===== config.mk =====
export PLATFORM = sky130hd
export DESIGN_NAME = rdw_seen_mem
export DESIGN_NICKNAME = d
export VERILOG_FILES = /design/src/hdl/rdw_seen_mem.sv
export SDC_FILE = /design/constraint.sdc
export NUM_CORES = 2
export LEC_CHECK = 0
export ABC_AREA = 1
export BUFFER_PORTS_ARGS = -buffer_cell sky130_fd_sc_hd__buf_2
export CORE_ASPECT_RATIO = 1.4
export CORE_MARGIN = 1
export CORE_UTILIZATION = 40
export CTS_CLUSTER_SIZE = 24
export DETAILED_ROUTE_END_ITERATION = 8
export SYNTH_ARGS = -nofsm -noshare
export SYNTH_HDL_FRONTEND = slang
export SYNTH_SLANG_ARGS = --single-unit

===== constraint.sdc =====
create_clock -name clk -period 1.2 [get_ports clk]
set_input_delay 0 -clock clk [delete_from_list [all_inputs] [get_ports clk]]
set_output_delay 0 -clock clk [all_outputs]
set_load 0.02 [all_outputs]

===== src/hdl/rdw_seen_mem.sv =====
// Seen map: per symbol byte, the alphabet position it was last appended at,
// plus a valid bit per byte cleared at reset. Registered read. No package use.
`default_nettype none

module rdw_seen_mem #(
	parameter int AW = 8
) (
	input  wire logic          clk,
	input  wire logic          arst_n,
	input  wire logic          rd_en,
	input  wire logic [7:0]    rd_sym,
	input  wire logic          wr_en,
	input  wire logic [7:0]    wr_sym,
	input  wire logic [AW-1:0] wr_pos,
	output logic               rd_hit,
	output logic [AW-1:0]      rd_pos
);

	logic [AW-1:0] pos_mem [256];
	logic [255:0]  vld_q;

	always_ff @(posedge clk or negedge arst_n) begin
		if (!arst_n) begin
			vld_q  <= '0;
			rd_hit <= 1'b0;
		end else begin
			if (wr_en) begin
				vld_q[wr_sym] <= 1'b1;
			end
			if (rd_en) begin
				rd_hit <= vld_q[rd_sym];
			end
		end
	end

	always_ff @(posedge clk) begin
		if (wr_en) begin
			pos_mem[wr_sym] <= wr_pos;
		end
		if (rd_en) begin
			rd_pos <= pos_mem[rd_sym];
		end
	end

endmodule

`default_nettype wire


Yosys cells after proc, flatten, opt, wreduce, memory -nomap -nowiden

Memory sizes are Yosys's and may differ from the RTL's. A register that Yosys moved wholly into a read port is not among the register bits.
Cells that the tools add are included.
W data, S select, Z words.

Add/sub/neg operators: 0
$mul: 0
Div/mod/pow operators: 0
Magnitude comparators: 3
Equality and inequality tests: 0
Shift operators: 0
Muxes and demuxes: 6
Bitwise logic cells: 1
Reduce and logical (&&, ||, !) cells: 1

Operators with widths:

| cell                 | number |
|---|---|
| $or A256 B256 Y256   | 1 |
| $lt A8 B9 Y1 const B | 2 |
| $bmux W1 S8          | 1 |
| $demux W1 S8         | 1 |
| $ge A8 B1 Y1 const B | 1 |
| $mux W1              | 4 |
| $logic_and A1 B1 Y1  | 1 |

Flip-flop bits (word level): 257
Bits in latches: 0
Memory bits (writable): 2048
Memory bits (read-only): 0
Bits of input ports: 28
Output and inout bits: 9
Word-level logic and storage cells: 14
Memories: 1

Memories:

| memory  | words | bits a word | rd ports | clocked after memory_dff | write ports | RTL line | source |
|---|---|---|---|---|---|---|---|
| pos_mem | 256   | 8           | 1        | 1                        | 1           | 19       | `logic [AW-1:0] pos_mem [256];` |

Depth between registers and ports, before layout

Depth after elaboration: 5
Mapped depth: 16
Mapped depth without buffers: 11

Least setup slack after synthesis

Ideal clock, no wire load.

Path kind: input port to flip-flop
Start point: input port rd_sym[0]
End point: register rd_pos[2] (read register of pos_mem), data pin
Setup time: 253 ps
Arrival: 1313 ps
Required time: 947 ps
Setup slack: -366 ps
Stages on the path: 15
Path buffers: 5
Path through: buf_4 buf_6 buf_6 buf_6 buf_2 nand2_1 nand3_1 nand3_1 nand3_1 nand3_1 nand3_1 nand3_1 nand2_1 nand2_1 nand2_1

RTL lines:

| what               | RTL line | source |
|---|---|---|
| start: declaration | 11       | `input wire logic [7:0] rd_sym,` |
| end: declaration   | 16       | `output logic [AW-1:0] rd_pos` |

==> impl_metrics.tcl <==
set metrics [dict create \
    outcome "complete, but fails checks" \
    violations "DRC, hold timing, setup timing" \
    reg2reg_depth 10 \
    core_area_um2 231400 \
    chipHeight_um 572.8 \
    switchingPower_w 0.03966 \
    nFillCells 19820 \
    cp_num_buf_inv 0 \
    grt_pass1_vias 63100 \
    grt_max_degree 76 \
    tightestPinTransition_ns 0.5964 \
    hold_class "in2reg" \
    antenna_found_initial 8 \
    avgViaCountPerCell 5.562 \
    yosysSeqAreaShare 0.7322 \
    antenna_left 0 \
    cp_data_required_time_ns 1.80 \
    power_leakage_nw 41.36 \
    crit_start "pos_mem[153][6]" \
    via_count 64460 \
    finalWorstSetupSlack_ns -0.5739 \
    dp_hpwl_um 183700 \
    place_congestion 0.9484 \
    drv_slew 0 \
    start_kind "flip-flop" \
    yosysUniqueCellTypes 21 \
    swShare 0.2291 \
    worst_r2r_startpoint "pos_mem[153][6]" \
    final_cell_mix "edfxtp_1 (2056), nand2_1 (1236), nand3_1 (1009)" \
    slew_headroom 0.6024 \
    finalHoldViolCount 3 \
    cp.arrival_ns 2.38 \
    clock-root-buffer "clkbuf_16" \
    post_drt_wl_per_cell_um 24.44 \
    nets 8382 \
    ir_drop_mv 1.210 \
    layout_commonest_cell "edfxtp_1" \
    rsz0062_at_grt "yes" \
    portBuffers 36 \
    crit_slowest_cell "edfxtp_1" \
    critPathMaxFanout 1 \
    syn-cell-area_um2 93100 \
    comb_power_share 0.080 \
    rows 209 \
    fin_tns_setup_ns -7.556 \
    initial_core_util 0.4023 \
    clkTransAtPathRegs_ns 0.07 \
    layout-drive-gt1-share 0.2165 \
    cts_tree "built" \
    cpMostUsedCell "nand2_1" \
    io_pins 37 \
    path_depth 10 \
    min_from "wr_sym[3]" \
    yosys_warnings 0 \
    dr.pass1.iters 9 \
    avgSynthCellArea_um2 12.04 \
    seqPwrFrac 0.514 \
    dieArea_um2 234700 \
    clkPwrFrac 0.406 \
    worst_clock_skew_ns 0.03826 \
    ys_ff_latch 2313 \
    overflow 0 \
    postSynthCellCount 7733 \
    drt-total-wl_um 283300 \
    crit_path_end_kind "flip-flop" \
    cp_cell_sequence "o21ai_0, o22ai_1, nand2_1, nand3_1, nand3_2, nand3_1, nand3_1, nand2_1, nand2_1, nand2_1" \
    setup_viol 18 \
    internal-power_w 0.1335 \
    cts.sinks 2313 \
    die_w_um 409.7 \
    period_needed_ns 1.774 \
    holdWs_ns -0.01928 \
    grt_pass1_wl_um 416300 \
    cts_buffers 214 \
    crit_family "simple AND/OR/NAND/NOR gates" \
    worstSetupPathType "reg2reg" \
    clockBufferDepth 4 \
    grt_use_total 0.2363 \
    drc 8 \
    min_delay_path_depth 7 \
    max_cap_viol_count 0 \
    regToRegSetupSlack_ns -0.57 \
    synth.net_count 7761 \
    drt_iter0_drc 7307 \
    htree_levels 4 \
    p_per_area_nw_per_um2 1517 \
    insertion_delay_ns 0.87 \
    power_w 0.1731 \
    syn2layout_area_growth_pct 22.54 \
    cpPeakStageDelay_ns 0.37 \
    min_period_over_period 1.478 \
    timing.fmax_mhz 563.7 \
]
-- area by class of cell --
class | instances | area, um2 | area share
timing repair buffer | 942 | 10600 | 0.09288
inverter | 72 | 311.5 | 0.002731
clock inverter | 114 | 1365 | 0.01197
sequential | 2313 | 68170 | 0.5976
clock buffer | 278 | 5787 | 0.05073
antenna | 1 | 2.502 | 0.00002194
multi-input combinational | 4811 | 24020 | 0.2106
tap | 3059 | 3827 | 0.03355
-- final timing paths --
path | endpoint
max in group asynchronous | vld_q[221]
worst max register to register | rd_pos[6]
worst max-delay path | rd_pos[6]
worst min register to register | vld_q[68]
min in group asynchronous | vld_q[8]
worst min-delay path | pos_mem[199][4]
-- flip-flops by register name, summed over array words and instances, names as in the netlist --
register  count
pos_mem    2048
rd_hit        1
rd_pos        8
vld_q       256
-- worst register-to-register path, cell delays in order (launching register included) --
cell and delay (ns):
edfxtp_1 0.37, o21ai_0 0.18, o22ai_1 0.09, nand2_1 0.06, nand3_1 0.19, nand3_2 0.18
nand3_1 0.12, nand3_1 0.10, nand2_1 0.07, nand2_1 0.09, nand2_1 0.06
-- per-layer routing --
layer / GRT usage / routed length, um / vias to the layer above
met5: 0 / 55 / -
met1: 0.2989 / 108900 / 32270
met2: 0.3953 / 138900 / 2666
met4: 0.1256 / 16180 / 8
li1: - / - / 28920
met3: 0.02982 / 19210 / 608
-- cells by family after synthesis --
family,after synthesis,synth area share
AO/OA/AOI/OAI,1120,0.06494
buffers and inverters,610,0.03125
AND/OR/NAND/NOR,3690,0.1716
flip-flops,2313,0.7322
-- stage by stage --
step                instances  hold WS, ns  area, um2  utilization  setup WS [ns]
finish                  11590     -0.01928     114100       0.4929        -0.5739
global route            11590    -0.008406     114100       0.4929        -0.6318
CTS                     11580    0.0006631     113200       0.4893        -0.5693
detailed placement      11160      -0.1387     105000       0.4539         -1.439
global placement        11160      -0.1389     105000       0.4539         -1.447
floorplan                7733      -0.2956      93940            -        -0.3084
-- cell usage after synthesis (all sizes together) --
| library cell | count | area [um2] |
|---|---|---|
| buf | 312 | 1778 |
| edfxtp | 2056 | 61740 |
| o22ai | 352 | 2202 |
| nor2 | 987 | 3705 |
| nand2 | 1261 | 4733 |
| inv | 69 | 261.5 |
| o21ai | 736 | 3684 |
| a21oi | 32 | 160.2 |
| clkinv | 3 | 11.26 |
| clkbuf | 226 | 858.3 |
| dfrtp | 257 | 6431 |
| or2 | 256 | 1602 |
| nand3 | 1186 | 5936 |
-- power groups by stage --
stage / sequential (W) / combinational (W) / clock [W]
3_5_place_dp: 0.0906 / 0.0131 / 0
3_3_place_gp: 0.0906 / 0.0130 / 0
6_report: 0.0889 / 0.0139 / 0.0703
5_1_grt: 0.0890 / 0.0149 / 0.0739
4_1_cts: 0.0889 / 0.0136 / 0.0711
2_1_floorplan: 0.0906 / 0.00633 / 0
-- repair_timing --
action / in CTS / in global routing
gates cloned: 0 / 7
buffers inserted: 1 / 4
pin swaps: 32 / 59
endpoints found under the setup margin: 18 / 792
hold buffers: 23 / 1
gates resized for setup: 207 / 285
hold endpoints to repair: 2424 / 27
Note: power is estimated with default switching activity, not from simulation.
