`src/hdl/rdw_sym_mem.sv`:
```
// Alphabet memory: symbol byte per digit value, one write and one read port.
// Read data is registered. Depends on nothing else.
`default_nettype none

module rdw_sym_mem #(
	parameter int MAX_SYMBOLS = 256,
	parameter int AW          = 8
) (
	input  wire logic          clk,
	input  wire logic          wr_en,
	input  wire logic [AW-1:0] wr_addr,
	input  wire logic [7:0]    wr_data,
	input  wire logic          rd_en,
	input  wire logic [AW-1:0] rd_addr,
	output logic [7:0]         rd_data
);

	logic [7:0] mem [MAX_SYMBOLS];

	always_ff @(posedge clk) begin
		if (wr_en) begin
			mem[wr_addr] <= wr_data;
		end
	end

	always_ff @(posedge clk) begin
		if (rd_en) begin
			rd_data <= mem[rd_addr];
		end
	end

endmodule

`default_nettype wire

```
`config.mk`:
```
export PLATFORM = sky130hd
export DESIGN_NAME = rdw_sym_mem
export DESIGN_NICKNAME = d
export VERILOG_FILES = /design/src/hdl/rdw_sym_mem.sv
export SDC_FILE = /design/constraint.sdc
export NUM_CORES = 2
export LEC_CHECK = 0
export ABC_AREA = 1
export BUFFER_PORTS_ARGS = -buffer_cell sky130_fd_sc_hd__clkbuf_2
export CAP_MARGIN = 20
export CORE_ASPECT_RATIO = 1.75
export CORE_MARGIN = 2
export CORE_UTILIZATION = 30
export CTS_CLUSTER_DIAMETER = 60
export DETAILED_ROUTE_END_ITERATION = 10
export PLACE_DENSITY = 0.53
export RECOVER_POWER = 100
export SLEW_MARGIN = 20
export SYNTH_ARGS = -nofsm -noshare
export SYNTH_HDL_FRONTEND = slang
export SYNTH_SLANG_ARGS = --single-unit
```
`constraint.sdc`:
```
create_clock -name clk -period 2.4 [get_ports clk]
set_input_delay 0.48 -clock clk [delete_from_list [all_inputs] [get_ports clk]]
set_output_delay 0.48 -clock clk [all_outputs]
set_load 0.05 [all_outputs]
```
# --- Word level (Yosys, flattened, before mapping) ---
# Memory sizes are Yosys's and may differ from the RTL's. A register that Yosys moved wholly into a read port is not among the register bits.
# Cells that the tools add are included.
totals:
  ff_bits: 0
  mem_bits_rw: 2048
  in_bits: 27
  out_inout_bits: 8
  wordCells: 3
  n_memories: 1
memory_table:
  columns: ["name", "words", "width", "rd", "rd_clocked_by_memory_dff", "write_ports", "line_no", "rtl"]
  rows:
  - ["mem", 256, 8, 1, 1, 1, "18", "logic [7:0] mem [MAX_SYMBOLS];"]
op_classes:
  n_mux: 2
op_table:
  columns: ["op", "n"]
  rows:
  - ["two-way mux 1 bit", 2]

# --- Longest topological paths before layout ---
depth:
  depth_word: 2
  depth_mapped: 15
  depth_no_buf: 11

# --- Worst setup path before layout ---
# Ideal clock, no wire load.
synth_path:
  path_kind: "input port to flip-flop"
  startpoint: "input wr_en"
  endpoint: "memory mem[162][0] (enable)"
  setup_ns: 0.370
  t_arrival_ns: 1.601
  t_required_ns: 2.030
  path_slack_ns: 0.429
  cell_stages: 4
  n_path_buf: 2
  cell_sequence: "clkbuf_1 -> nand3_1 -> clkbuf_1 -> nor2_1"
synth_via:
  elab_chain_len: 2
synth_lines:
  columns: ["element", "line_no", "rtl"]
  rows:
  - ["start: declaration", "10", "input wire logic wr_en,"]
  - ["two-way mux 1 bit", "21", "if (wr_en) begin"]
  - ["two-way mux 1 bit (implied by the code)", "22", "mem[wr_addr] <= wr_data;"]
  - ["end: declaration", "18", null]
# Every way passes these cells.

# --- Worst setup path in the final report ---
layout_path:
  startpoint: "input wr_data[2]"
  endpoint: "memory mem[21][2], data pin"
layout_rtl:
  columns: ["element", "line_no", "rtl"]
  rows:
  - ["start: declaration", "12", "input wire logic [7:0] wr_data,"]
# No word-level cell before the write port.

==> results.md <==
Detailed routing:
- Detailed routing placed a total of 138000 µm of wire on met2.
- Summed over all layers, the routed wires come to 265000 µm.
- The highest metal layer carrying signal wires in the routed design is met5.
- The count of unresolved DRC violations after routing is 0.
- The mean number of vias per cell is 5.00.
- Before antenna repair, the detailed router went through 5 iterations.
- The routed layout has roughly 56000 vias.
- The detailed route wirelength on metal3 is 12700 µm.
- The count of antenna-violating nets left after detailed routing is 0.
- In the final routed layout, each cell accounts on average for 23.7 µm.
- The number of DRC markers after the initial detailed-route iteration is 4878.
- In the final routing, the length of wire on met1 measures approximately 96000 µm.

Final layout:
- At the end of the flow the core is filled with cells to 34.9%.
- The multi-input gate area in the final layout is 0.0191 mm².
- For this run, the post-layout net count is between 7000 and 8000.
- Cells with a size suffix above 1 make up 10.2% of the layout.
- Across the whole layout, storage elements account for 0.0617 mm².
- After filler insertion, the fill cell instance count of the layout stands at 27200.
- Relative to the synthesized area, the layout overhead comes to 16.1%.

Clock tree:
- The post-CTS repair timing setup buffer count is 0.
- The CTS buffer count is between 150 and 200.
- The total number of H-tree levels is 4.
- For this design, the sink count on the clock tree is 2056.
- Clock-pin slew was measured on the worst setup and hold paths at 0.07 ns.
- Counting along the longest clock path gives a buffer depth of 4.
- TritonCTS built the clock tree.
- The root buffer cell is sky130_fd_sc_hd__clkbuf_16.
- The clock reaches the later pin of the worst-skew pair after approximately 0.85 ns.

Yosys:
- Yosys mapped a number of flops with a built-in enable equal to slightly above 2000.
- Synthesis inferred 2056 register bits.
- The main combinational cell family by area after synthesis is simple AND/OR/NAND/NOR gates.
- The post-synthesis net count is 7030.
- Counting flops with an async set or reset pin after synthesis yields a share of 0%.
- Averaged over all synthesized cells, the footprint is ~12 µm².
- The netlist uses 13 different library cells.
- The share of synthesized area spent on multiplexers is 0%.
- The commonest cells after synthesis are 2123 x sky130_fd_sc_hd__nand2_1, 2056 x sky130_fd_sc_hd__edfxtp_1, 2019 x sky130_fd_sc_hd__nand3_1.
- The leading cell type by number of instances after synthesis is sky130_fd_sc_hd__nand2_1.
- The post-synthesis instance total is 7003.
- Of the synthesized area, sequential elements account for about three quarters.
- Sorting the synthesized cells by area gives the leading types as sky130_fd_sc_hd__edfxtp_1 74%, sky130_fd_sc_hd__nand3_1 12%, sky130_fd_sc_hd__nand2_1 9.5%.
- The adder and majority cell fraction of the synthesized area is 0%.
- Of the total synthesized cell area, the portion taken by XOR and XNOR cells is 0%.
- For this run, the number of Yosys warnings is 0.
- The synthesized netlist devotes 22.9% of its cell area to simple gates.
- The most used flip-flop cell after synthesis is sky130_fd_sc_hd__edfxtp_1.
- The synthesized netlist devotes 0% of its cell area to compound gates.
- The post-synthesis cell area is 0.0835 mm².
- Of all cell types, the one taking the most synthesized area is sky130_fd_sc_hd__edfxtp_1.
- The proportion of netlist area held by the largest area contributor is between 70 and 80%.

Global route:
- The number of antenna violations at the first check in global routing is 14.
- The aggregate global-route resource usage is between 10% and 20%.
- The number of global-route vias before repair is 55700.
- The sum of overflow across all layers after global routing is 0.
- The first global-routing pass estimated 384000 µm of wire.
- The maximum number of pins on one net before global-route repair is 114.

Die:
- The core region is around 0.28 mm².
- After floorplanning, the core was divided into 256 placement rows.
- The top-level I/O count is 35.
- The die height is approximately 700 µm.
- The effective utilization at floorplan is between 30% and 40%.
- The area enclosed by the die boundary is around 0.28 mm².
- The overall die width is around 400 µm.

Worst setup path:
- Of all nets on the critical path, the largest fanout is about 70.
- The arrival time of the worst setup path is roughly 3 ns.
- Setup slack on the worst reg-to-reg path comes out at approximately 0.14 ns.
- The worst setup path is captured at a flop.
- The critical path is of the in2reg type.
- The data required time of the worst path is roughly 3.0 ns.
- STA classifies the critical path startpoint as a primary input.

STA:
- The clock period could shrink to 2.35 ns.
- The share of the clock period used by the worst path after layout is 97.9%.
- The worst clock skew is 0.0421 ns.
- The final-report max-slew violation count is 154.
- For the pin with the worst max-slew slack, the measured transition is around 2.7 ns.
- The worst pin sits at a relative slew slack of -79.0%.
- The final count of hold timing violations is 0.
- Setup violations remaining at the end of the flow were counted as 0.
- Setup repair after global routing left no endpoint under its margin.
- The highest attainable clock frequency is around 430 MHz.
- Final hold analysis gives a worst-case slack of 0.220 ns.

Placed design:
- The routability congestion estimate is 0.905.
- The number of I/O port buffers is 34.
- Detailed placement ended at an HPWL of about 180000 µm.

Power:
- In this run the power density over the cells is 761 mW/mm².
- The total leakage power is roughly 34 nW.
- The worst-case vdd ir drop is 501 µV.

Run:
- The number of max-cap violations is 5.

Min path:
- The worst min-delay path category is in2reg.

Status:
- The checks that failed: max-capacitance violations, max-slew violations.
- The run finished, with violations left.
==> routing by layer <==
metal / vias to the layer above / global-route usage, %
li1: 25700 / -
met1: 27800 / 20.3
met2: 1783 / 33.8
met3: 608 / 1.96
met4: 6 / 11.3
met5: - / 0
==> repair_timing <==
action / CTS / global route
hold buffers: 3 / 0
endpoints found under the hold margin: 14 / 0
resized for setup: 0 / 0
==> cells in the final DEF, fill, tap and decap left out, types with 3 or more instances in the layout <==
| cell type | synthesis | layout |
|---|---|---|
| sky130_fd_sc_hd__nand2_1 | 2123 | 2118 |
| sky130_fd_sc_hd__edfxtp_1 | 2056 | 2056 |
| sky130_fd_sc_hd__nand3_1 | 2019 | 2019 |
| sky130_fd_sc_hd__nor2_1 | 283 | 283 |
| sky130_fd_sc_hd__buf_4 | 46 | 264 |
| sky130_fd_sc_hd__clkbuf_1 | 112 | 242 |
| sky130_fd_sc_hd__clkbuf_16 | 0 | 179 |
| sky130_fd_sc_hd__clkbuf_2 | 0 | 128 |
| sky130_fd_sc_hd__buf_12 | 0 | 105 |
| sky130_fd_sc_hd__clkinv_1 | 0 | 37 |
| sky130_fd_sc_hd__inv_1 | 36 | 34 |
| sky130_fd_sc_hd__clkinv_2 | 0 | 23 |
| sky130_fd_sc_hd__bufinv_16 | 0 | 20 |
| sky130_fd_sc_hd__clkbuf_4 | 0 | 14 |
| sky130_fd_sc_hd__inv_6 | 0 | 8 |
| sky130_fd_sc_hd__nand2_2 | 0 | 5 |
| sky130_fd_sc_hd__clkinvlp_4 | 0 | 5 |
| sky130_fd_sc_hd__diode_2 | 0 | 4 |
| sky130_fd_sc_hd__clkinv_4 | 0 | 4 |
| sky130_fd_sc_hd__buf_8 | 1 | 4 |
| sky130_fd_sc_hd__buf_2 | 268 | 4 |
| sky130_fd_sc_hd__dlygate4sd3_1 | 0 | 3 |
==> power by group <==
part           switching [W]  internal (W)  leakage [nW]
Sequential         0.0000366        0.0396          18.5
Combinational        0.00382       0.00151          12.3
Clock                 0.0130        0.0158          2.72
==> area by class of cell <==
cell class | instances | share of cell area [%]
sequential | 2056 | 63.7
multi-input combinational | 4425 | 19.8
timing repair buffer | 737 | 5.94
clock buffer | 208 | 4.73
tap | 3612 | 4.66
clock inverter | 97 | 1.03
inverter | 39 | 0.186
antenna | 4 | 0.0103
==> flip-flops by register name (all words and copies together) (netlist names) <==
register  cells
mem        2048
rd_data       8
==> per-stage QoR <==
stage | total power [W] | setup WS [ns] | std cells | cell area [µm²] | setup TNS, ns
after global routing | 0.0757 | 0.0470 | 11200 | 96900 | 0
after global placement | 0.0458 | -0.715 | 10900 | 92800 | -4.89
final | 0.0737 | 0.0505 | 11200 | 96900 | 0
after CTS | 0.0744 | 0.186 | 11200 | 98400 | 0
after floorplan | 0.0429 | 0.429 | 7003 | 83500 | 0
after detailed placement | 0.0459 | -0.692 | 10900 | 92800 | -4.74
==> worst paths after layout <==
check          endpoint        start  cells past startpoint
min          rd_data[7]   rd_addr[7]                      3
min reg2reg  rd_data[3]   mem[42][3]                     10
max          mem[21][2]   wr_data[2]                      3
max reg2reg  rd_data[0]  mem[191][0]                     10
==> logic make-up after synthesis <==
kind of cell,after synthesis
AND/OR/NAND/NOR,4425
flip-flops,2056
buffers and inverters,522
==> worst max-delay path: stages <==
cell and delay (ns):
sky130_fd_sc_hd__dlygate4sd3_1 0.52, sky130_fd_sc_hd__dlymetal6s2s_1 1.36, sky130_fd_sc_hd__buf_12 0.39
Note: power is estimated with default switching activity, not from simulation.
