--- config.mk ---
export PLATFORM = sky130hd
export DESIGN_NAME = rdw_divider
export DESIGN_NICKNAME = d
export VERILOG_FILES = /design/src/hdl/rdw_pkg.sv /design/src/hdl/rdw_divider.sv
export SDC_FILE = /design/constraint.sdc
export NUM_CORES = 1
export LEC_CHECK = 0
export BUFFER_PORTS_ARGS = -buffer_cell sky130_fd_sc_hd__buf_2
export CAP_MARGIN = 25
export CORE_MARGIN = 2
export CORE_UTILIZATION = 54
export CTS_CLUSTER_SIZE = 8
export DETAILED_ROUTE_END_ITERATION = 10
export PLACE_DENSITY = 0.89
export SETUP_SLACK_MARGIN = 0.02
export SLEW_MARGIN = 20
export SYNTH_ARGS = -nofsm -noshare
export SYNTH_HDL_FRONTEND = slang
export SYNTH_SLANG_ARGS = --single-unit
--- constraint.sdc ---
create_clock -name clk -period 4.2 [get_ports clk]
set_input_delay 0.84 -clock clk [delete_from_list [all_inputs] [get_ports clk]]
set_output_delay 0.84 -clock clk [all_outputs]
set_load 0.01 [all_outputs]
--- src/hdl/rdw_pkg.sv ---
// Shared types and constants for the radix digit writer.
// No dependencies; imported by the writer unit, the divider and the testbench.
`default_nettype none

package rdw_pkg;

	// request action codes
	localparam logic [1:0] ACT_CLEAR   = 2'd0;
	localparam logic [1:0] ACT_APPEND  = 2'd1;
	localparam logic [1:0] ACT_CONVERT = 2'd2;

	// symbols that may not sit in an alphabet
	localparam logic [7:0] SYM_PLUS  = 8'h2B;
	localparam logic [7:0] SYM_MINUS = 8'h2D;

	localparam int CNT_W   = 9;   // symbol count, 0..256
	localparam int MAG_W   = 32;  // magnitude / dividend width
	localparam int STK_AW  = 5;   // digit stack address, 32 entries
	localparam int ND_W    = 6;   // digit count, 0..32

	typedef struct packed {
		logic [1:0]        action;
		logic [7:0]        symbol;
		logic signed [31:0] number;
	} req_t;

	typedef struct packed {
		logic [7:0] out_char;
		logic       final_char;
		logic       invalid_base;
	} res_t;

	typedef struct packed {
		logic             busy;
		logic             done;
		logic [MAG_W-1:0] quotient;
		logic [CNT_W-1:0] remainder;
	} div_stat_t;

endpackage

`default_nettype wire

--- src/hdl/rdw_divider.sv ---
// Iterative restoring divider, one quotient bit per cycle.
// Depends on rdw_pkg (div_stat_t, widths).
`default_nettype none

module rdw_divider (
	input  wire logic                     clk,
	input  wire logic                     arst_n,
	input  wire logic                     start,
	input  wire logic [rdw_pkg::MAG_W-1:0] dividend,
	input  wire logic [rdw_pkg::CNT_W-1:0] divisor,
	output rdw_pkg::div_stat_t            stat
);
	import rdw_pkg::*;

	localparam int STEP_W = $clog2(MAG_W);

	logic             busy_q;
	logic             done_q;
	logic [STEP_W-1:0] step_q;
	logic [MAG_W-1:0] quo_q;
	logic [CNT_W-1:0] rem_q;
	logic [CNT_W-1:0] shifted;
	logic             fits;

	// remainder stays below divisor (<= 256), so its low 8 bits carry it
	assign shifted = {rem_q[CNT_W-2:0], quo_q[MAG_W-1]};
	assign fits    = (shifted >= divisor);

	always_ff @(posedge clk or negedge arst_n) begin
		if (!arst_n) begin
			busy_q <= 1'b0;
			done_q <= 1'b0;
		end else begin
			done_q <= 1'b0;
			if (start) begin
				busy_q <= 1'b1;
			end else if (busy_q && (step_q == STEP_W'(MAG_W - 1))) begin
				busy_q <= 1'b0;
				done_q <= 1'b1;
			end
		end
	end

	always_ff @(posedge clk) begin
		if (start) begin
			quo_q  <= dividend;
			rem_q  <= '0;
			step_q <= '0;
		end else if (busy_q) begin
			quo_q  <= {quo_q[MAG_W-2:0], fits};
			rem_q  <= fits ? (shifted - divisor) : shifted;
			step_q <= step_q + 1'b1;
		end
	end

	assign stat = '{busy: busy_q, done: done_q, quotient: quo_q, remainder: rem_q};

endmodule

`default_nettype wire

-- After elaboration in Yosys (flattened, before gate mapping)
Cells that the tools add are included.
- register bits: 48
- output and inout port bits: 43
- multiplexer cells: 7
- reductions and logical operators: 3
- $add $sub $neg: 2
- $lt $le $gt $ge: 1
- eq/ne operators: 1
- operator list (kind ; number):
    32-bit two-way mux ; 2
    9-bit >= comparator ; 1
    9-bit two-way mux ; 1
    9-bit subtractor ; 1
    5-bit by 1-bit adder with 5-bit output, second input constant ; 1
    5-bit == test, second input constant ; 1
    1-bit two-way mux ; 4
    2-bit nonzero test ; 2
    1-bit logical AND ; 1

-- Logic depth before layout (Yosys ltp)
Gate-level depths: netlist of the first run.
- depth after elaboration: 4
- gate-level depth with buffers: 8
- mapped depth without buffers: 8

-- Least setup slack after synthesis of the first run
OpenSTA, ideal clock, no wires.
- path kind: input -> register
- from: input divisor[3] (netlist bit)
- to: register quo_q[0], data pin
- data arrival time: 2.261 ns
- setup slack: 1.679 ns
- stages: 7
- setup time: 0.260 ns
- path through: inv_1 -> ha_1 -> a21o_2 -> a21oi_1 -> a31o_4 -> nand2_1 -> mux2_2
- cells in the longest elaborated chain, start to end: 3
- ends and longest elaborated chain (item ; line ; RTL):
    from (decl) ; rdw_divider.sv:10 ; input wire logic [rdw_pkg::CNT_W-1:0] divisor,
    9-bit >= comparator ; rdw_divider.sv:27 ; assign fits = (shifted >= divisor);
    32-bit two-way mux ; rdw_divider.sv:49 ; end else if (busy_q) begin
    32-bit two-way mux ; rdw_divider.sv:45 ; if (start) begin
    to (signal assigned) ; rdw_divider.sv:46 ; quo_q <= dividend;
    to (signal assigned) ; rdw_divider.sv:50 ; quo_q <= {quo_q[MAG_W-2:0], fits};
    to (decl) ; rdw_divider.sv:20 ; logic [MAG_W-1:0] quo_q;
No other way between the ends. The select of a mux whose other input is x is not followed.
A chain may end at the register's enable or synchronous reset.

-- Final worst setup path of the first run
- from: input divisor[0] (netlist bit)
- to: register rem_q[8]
- cells in the longest elaborated chain, start to end: 2
- elaborated cells on any way between the ends: 3
- ends and longest elaborated chain (item ; line ; RTL):
    9-bit subtractor or 9-bit >= comparator (tied branches) ; rdw_divider.sv:51, rdw_divider.sv:27 ;
    9-bit two-way mux (*) ; rdw_divider.sv:51 ; rem_q <= fits ? (shifted - divisor) : shifted;
    to (signal assigned) ; rdw_divider.sv:51 ;
    to (decl) ; rdw_divider.sv:21 ; logic [CNT_W-1:0] rem_q;
Mark *: on every way between the ends. The rest lies on a longest branch, timed or not.

==> metrics.cfg, run 1 <==
[die]
die_y_um = 73.3
rows = 25
dieArea_sq_mm = 0.00537
die_x_um = 73.3
ios = 87
starting_utilization_of_the_core_area_pct = 55.6
coreArea_sq_mm = 0.00466

[timing]
max_freq_mhz = 394
period_share_pct = 60.5
max_slew.worst_pin.slew_ns = 0.559
timing.max_slew.rel_slack_pct = 62.7
period_minus_ws_final_ns = 2.54
finalSetupViolations = 0
fin_worst_skew_ns = 0.00484
slew_violations = 0
setup-tns-final_ns = 0
setup_repair_after_global_routing_missed_its_margin = no
final_hold_viol_count = 0
postLayoutSetupSlackWorst_ns = 1.66

[place]
routability_driven_placement_congestion_ratio = 0.909
post-place-ws_ns = 1.39
portBuffers = 86
dpl.hpwl_um = 4000
total_instance_count_after_detailed_placement = 347

[clocking]
clkLatencyLatePin_ns = 0.30
cts.sinks = 48
cts.hold.buffers_added = 0
cts_buffers = 5
worst_setup_hold_path_clk_slew_ns = 0.09
clock_h_tree_levels = 2
cts-root-to-sink-buffers = 2
buffers_inserted_during_post_cts_setup_optimization = 0
cell_at_the_root_of_the_clock_tree = clkbuf_8
cts_resized = 0
tritoncts = done

[route]
firstDrtPassIters = 4
detail_route.wirelength_um = 5310
remaining_routing_drc_violations = 0
dr.first_iter.drc_count = 139
vias = 1997
routed_wire_length_per_instance_um = 15.0
antenna_violating_nets_post_route = 0
route.detailed.vias_per_inst = 5.63

[yosys]
postSynthCellCount = 216
synth_nets = 272
yosys.cell_types.count = 50
asyncSetResetFlopFracSynth_pct = 4.17
ys_seq_elements = 48
synth.avg_cell_area_sq_um = 12.0
ys.warnings.count = 0
ys.flop_type = edfxtp_1
synth-edff-count = 32
synthesis.area_sq_mm = 0.00259
ys_seq_area_share_pct = 49.8

[global_routing]
grt_first_pass_wirelength_um = 8510
grt-ovfl-total = 0
maximum_number_of_pins_on_one_net_before_global_route_repair = 45
grt_pass1_vias = 1847
antenna_violations_before_repair = 0
grt_usage_pct = 20.7

[worst_setup_path]
worstSetupEndpointType = flop
cp-start-kind = input pin
worstSetupPathType = in -> reg
cp.arrival_ns = 2.73
required_time_reported_for_the_critical_path_endpoint_ns = 4.38
crit_fanout = 3
rrSetupSlack_ns = 1.88

[power]
switchingPower_mw = 0.282
combPwrFrac_pct = 18.2
power.share.sequential_pct = 51.4
total_leakage_power_nw = 1.42
vdd_ir_drop_max_mv = 0.259
power-per-cell-area_mw_per_mm2 = 354
power.internal_mw = 0.829
share_clk_of_total_power_pct = 30.5
netSwitchingFraction_pct = 25.4
fin_total_pwr_mw = 1.11

[final_layout]
post_route_cells_drive_above_1_share_pct = 45.8
final_instance_count_without_filler_cells = 355
final_core_utilization_pct = 67.3
layout-area-overhead-vs-synth_pct = 21.1
number_of_inserted_diodes = 0
final_net_count = 356
final_cell_mix = buf_2, mux2_2, edfxtp_1, nor2_1, dfxtp_1
fill_cell_instance_count_of_the_final_layout = 345
layout_commonest_cell = buf_2

[worst_hold_path]
timing.hold.worst.class = in -> async

[run]
max_cap_viol_count = 0

[status]
status = completed

cell usage after synthesis (4+ instances only):
| master | number | area [sq um] |
|---|---|---|
| inv_1 | 12 | 45.0 |
| dfxtp_1 | 14 | 280 |
| nor2_1 | 16 | 60.1 |
| clkbuf_1 | 4 | 15.0 |
| mux2_2 | 33 | 372 |
| buf_4 | 4 | 30.0 |
| o21ai_0 | 6 | 30.0 |
| edfxtp_1 | 32 | 961 |
| nand3_1 | 5 | 25.0 |
| nand2_1 | 13 | 48.8 |
| a21oi_1 | 8 | 40.0 |
| ha_1 | 11 | 138 |
state kept, by name, indices dropped and copies added, names as in the netlist:
register	count
busy_q	1
done_q	1
quo_q	32
rem_q	9
step_q	5
worst paths after layout:
check | cells after the start | startpoint | endpoint
max | 8 | divisor[0] | rem_q[8]
min | 1 | arst_n | busy_q
max reg2reg | 8 | quo_q[31] | rem_q[8]
min reg2reg | 2 | step_q[4] | step_q[4]
max in group asynchronous | 1 | arst_n | done_q
min in group clk | 2 | step_q[4] | step_q[4]
power by group through the flow:
stage / clock network [mW] / logic (mW) / registers [mW]
floorplan: 0 / 0.112 / 0.596
global placement: 0 / 0.196 / 0.580
detailed placement: 0 / 0.202 / 0.581
CTS: 0.345 / 0.203 / 0.571
global route: 0.360 / 0.222 / 0.576
finish: 0.338 / 0.202 / 0.571
final cells by class:
type	count	area [sq um]	share of cell area, %
clock inverter	3	47.5	1.52
inverter	12	45.0	1.44
sequential	48	1290	41.2
tap	54	67.6	2.15
multi-input combinational	145	1170	37.3
timing repair buffer	88	445	14.2
clock buffer	5	68.8	2.19
worst max-delay path, cell delays in order:
cell and delay (ns):
buf_2 0.10, ha_1 0.21, fa_1 0.39, nand2b_1 0.19
a211oi_1 0.32, mux2i_1 0.12, a2111oi_0 0.44, o21ai_0 0.12
metrics by stage:
stage	instance area [sq um]	hold WS, ns
global placement	3020	0.480
floorplan	2590	0.467
finish	3140	0.305
CTS	3140	0.298
global route	3140	0.296
detailed placement	3020	0.498
routing by layer:
metal / wire, um / up-vias / GRT usage (%) / share of wire, %
met1: 2380 / 940 / 28.9 / 45
met5: 0 / - / 0 / 0
met3: 374 / 7 / 5.62 / 7.0
met4: 80 / 0 / 6.17 / 1.5
met2: 2480 / 81 / 31.4 / 47
li1: - / 969 / - / -
cell families after synthesis:
logic type,after synthesis,synth area share (%)
simple gates,52,10.4
fa+ha+maj,12,6.08
flops,48,49.8
mux,36,15.5
compound gates,39,11.2
buf+inv,23,4.97
xor+xnor,6,2.03
(Power assumes the default switching activity.)
==> run 2: changes to the inputs <==
--- a/config.mk
+++ b/config.mk
@@ -8,10 +8,10 @@
 export BUFFER_PORTS_ARGS = -buffer_cell sky130_fd_sc_hd__buf_2
 export CAP_MARGIN = 25
 export CORE_MARGIN = 2
-export CORE_UTILIZATION = 54
+export CORE_UTILIZATION = 50
 export CTS_CLUSTER_SIZE = 8
 export DETAILED_ROUTE_END_ITERATION = 10
-export PLACE_DENSITY = 0.89
+export PLACE_DENSITY = 0.83
 export SETUP_SLACK_MARGIN = 0.02
 export SLEW_MARGIN = 20
 export SYNTH_ARGS = -nofsm -noshare
==> constraint.sdc (replaced) <==
create_clock -name clk -period 2.4 [get_ports clk]
set_input_delay 0.48 -clock clk [delete_from_list [all_inputs] [get_ports clk]]
set_output_delay 0.48 -clock clk [all_outputs]
set_load 0.01 [all_outputs]
==> run 2 against run 1 <==
Hold slack better by 0.18 ns. Via count rose by 3.0%. Critical endpoint unchanged. Cell area increased by 1.4%. Power up 66%. Final cell count rose by 6.2%. Critical path type is now reg -> reg. Die area is 7.6% higher. Clock skew decreased by 0.00084 ns. Largest cell class unchanged.
==> metrics.cfg, run 2 (synthesis gave the netlist of run 1 again) <==
[status]
status = completed  ; unchanged

[final_layout]
stdcell_area_sq_mm = 0.00318  ; was 0.00314 sq mm
number_of_inserted_diodes = 0  ; unchanged
layout_commonest_cell = buf_2  ; unchanged
reg_with_most_ffs = quo_q  ; unchanged
layout-area-overhead-vs-synth_pct = 22.7  ; was 21.1%
largest_reg_flops = 32  ; unchanged
final_net_count = 362  ; was 356
post_route_cells_drive_above_1_share_pct = 46.6  ; was 45.8%
final_instance_count_without_filler_cells = 377  ; was 355
final_core_utilization_pct = 63.1  ; was 67.3%
top_registers = quo_q: 32 flops, rem_q: 9 flops, step_q: 5 flops  ; unchanged
final_cell_mix = buf_2, mux2_2, edfxtp_1, nor2_1, dfxtp_1  ; unchanged
fill_cell_instance_count_of_the_final_layout = 399  ; was 345

[timing]
period_share_pct = 92.6
finalHoldWorstSlack_ns = 0.486  ; was 0.305 ns
finalSetupViolations = 0  ; unchanged
period_minus_ws_final_ns = 2.22
setup-tns-final_ns = 0  ; unchanged
max_slew.worst_pin.slew_ns = 0.556  ; was 0.559 ns
slew_violations = 0  ; unchanged
fin_worst_skew_ns = 0.00400  ; was 0.00484 ns
max_freq_mhz = 450
final_hold_viol_count = 0  ; unchanged
postLayoutSetupSlackWorst_ns = 0.178  ; was 1.66 ns
timing.max_slew.rel_slack_pct = 62.7  ; about the same

[worst_setup_path]
worst_stage_delay_on_the_critical_path_ns = 0.40  ; was 0.44 ns
cp-start-kind = flop  ; was input pin
rrSetupSlack_ns = 0.18  ; was 1.88 ns
crit-reg2reg-launch = quo_q[31]  ; unchanged
worstSetupPathType = reg -> reg  ; was in -> reg
worstSetupEndpointType = flop  ; unchanged
cp.arrival_ns = 2.40  ; was 2.73 ns
rr_endpoint = rem_q[8]  ; unchanged
crit_path_top_delay_cell = fa_1  ; was a2111oi_0
rr_worst_depth = 8  ; unchanged
required_time_reported_for_the_critical_path_endpoint_ns = 2.57  ; was 4.38 ns
timing.critical_path.cells = inv_1 -> ha_1 -> fa_1 -> nand2b_1 -> a211oi_2 -> mux2i_1 -> a2111oi_0 -> o21ai_0  ; was buf_2 -> ha_1 -> fa_1 -> nand2b_1 -> a211oi_1 -> mux2i_1 -> a2111oi_0 -> o21ai_0
crit_fanout = 3  ; unchanged

[route]
firstDrtPassIters = 4  ; unchanged
route.detailed.vias_per_inst = 5.46  ; was 5.63
antenna_violating_nets_post_route = 0  ; unchanged
dr.first_iter.drc_count = 208  ; was 139
detail_route.wirelength_um = 5660  ; was 5310 um
vias = 2057  ; was 1997
routed_wire_length_per_instance_um = 15.0  ; about the same
remaining_routing_drc_violations = 0  ; unchanged

[clocking]
cts-root-to-sink-buffers = 2  ; unchanged
cts.sinks = 48  ; unchanged
cell_at_the_root_of_the_clock_tree = clkbuf_8  ; unchanged
tritoncts = done  ; unchanged
clkLatencyLatePin_ns = 0.29  ; was 0.30 ns
cts_buffers = 5  ; unchanged
clock_h_tree_levels = 2  ; unchanged
worst_setup_hold_path_clk_slew_ns = 0.09  ; about the same

[die]
dieArea_sq_mm = 0.00577  ; was 0.00537 sq mm
die_y_um = 76.0  ; was 73.3 um
starting_utilization_of_the_core_area_pct = 51.4  ; was 55.6%
ios = 87  ; unchanged
rows = 26  ; was 25
coreArea_sq_mm = 0.00504  ; was 0.00466 sq mm
die_x_um = 76.0  ; was 73.3 um

[global_routing]
maximum_number_of_pins_on_one_net_before_global_route_repair = 33  ; was 45
grt_pass1_vias = 2039  ; was 1847
antenna_violations_before_repair = 0  ; unchanged
grt_first_pass_wirelength_um = 9490  ; was 8510 um
grt-ovfl-total = 0  ; unchanged
grt_usage_pct = 20.1  ; was 20.7%

[place]
detailed_place.area_sq_mm = 0.00308  ; was 0.00302 sq mm
routability_driven_placement_congestion_ratio = 0.892  ; was 0.909
total_instance_count_after_detailed_placement = 368  ; was 347
portBuffers = 86  ; unchanged
dpl.hpwl_um = 4330  ; was 4000 um
post-place-ws_ns = -0.0167  ; was 1.39 ns

[power]
power-per-cell-area_mw_per_mm2 = 578  ; was 354 mW/mm^2
fin_total_pwr_mw = 1.84  ; was 1.11 mW
vdd_ir_drop_max_mv = 0.464  ; was 0.259 mV
total_leakage_power_nw = 1.43  ; was 1.42 nW

[worst_hold_path]
timing.hold.worst.class = in -> async  ; unchanged

[run]
max_cap_viol_count = 0  ; unchanged

## run 2: changes by cell type in the layout (fill, tap and decap cells not counted), sizes merged
cell	before	now
inv	12	13
bufinv	1	0
dlygate4sd3	0	1
buf	88	93
## run 2: cell type report
| type | count | area, sq um | share of cell area [%] |
|---|---|---|---|
| flip-flops and latches | 48 | 1290 | 40.6 |
| multi-input cells | 145 | 1180 | 37.0 |
| repair buffers | 94 | 493 | 15.5 |
| well taps | 70 | 87.6 | 2.75 |
| clock buffers | 5 | 68.8 | 2.16 |
| inverters | 12 | 45.0 | 1.42 |
| clock inverters | 3 | 17.5 | 0.551 |
## run 2: layer usage
layer	GRT usage, %	wire (um)
met1	25.1	2330
met3	4.62	396
met5	0	0
met2	34.8	2860
met4	6.18	70
## run 2: report_power, final
group | switching (mW) | internal [mW]
clock network | 0.269 | 0.204
logic | 0.182 | 0.183
registers | 0.0421 | 0.959
total | 0.493 | 1.35
## run 2: timing repair
action,CTS,global route
endpoints found under the setup margin,0,1
hold endpoints to repair,2,0
hold buffers,1,0
resized for setup,0,1
buffers inserted,0,0
## run 2: how the worst max path moves through the flow
| stage | start | slack, ns | end | cells past startpoint |
|---|---|---|---|---|
| 6_report | quo_q[31] | 0.18 | rem_q[8] | 8 |
| 3_3_place_gp | divisor[0] | 0.05 | rem_q[8] | 8 |
| 4_1_cts | quo_q[31] | 0.16 | rem_q[8] | 8 |
| 2_1_floorplan | divisor[3] | 0.24 | quo_q[0] | 7 |
| 3_5_place_dp | divisor[0] | -0.02 | rem_q[8] | 8 |
| 5_1_grt | quo_q[31] | -0.14 | rem_q[8] | 8 |
## run 2: worst max-delay path, delay by kind of cell, from the launching register on
| kind | cells | cell delay [ns] |
|---|---|---|
| DFF | 1 | 0.35 |
| buffers and inverters | 1 | 0.06 |
| adders and majority gates | 2 | 0.60 |
| muxes | 1 | 0.11 |
| and+or+nand+nor | 1 | 0.22 |
| AOI/OAI and AO/OA | 3 | 0.76 |
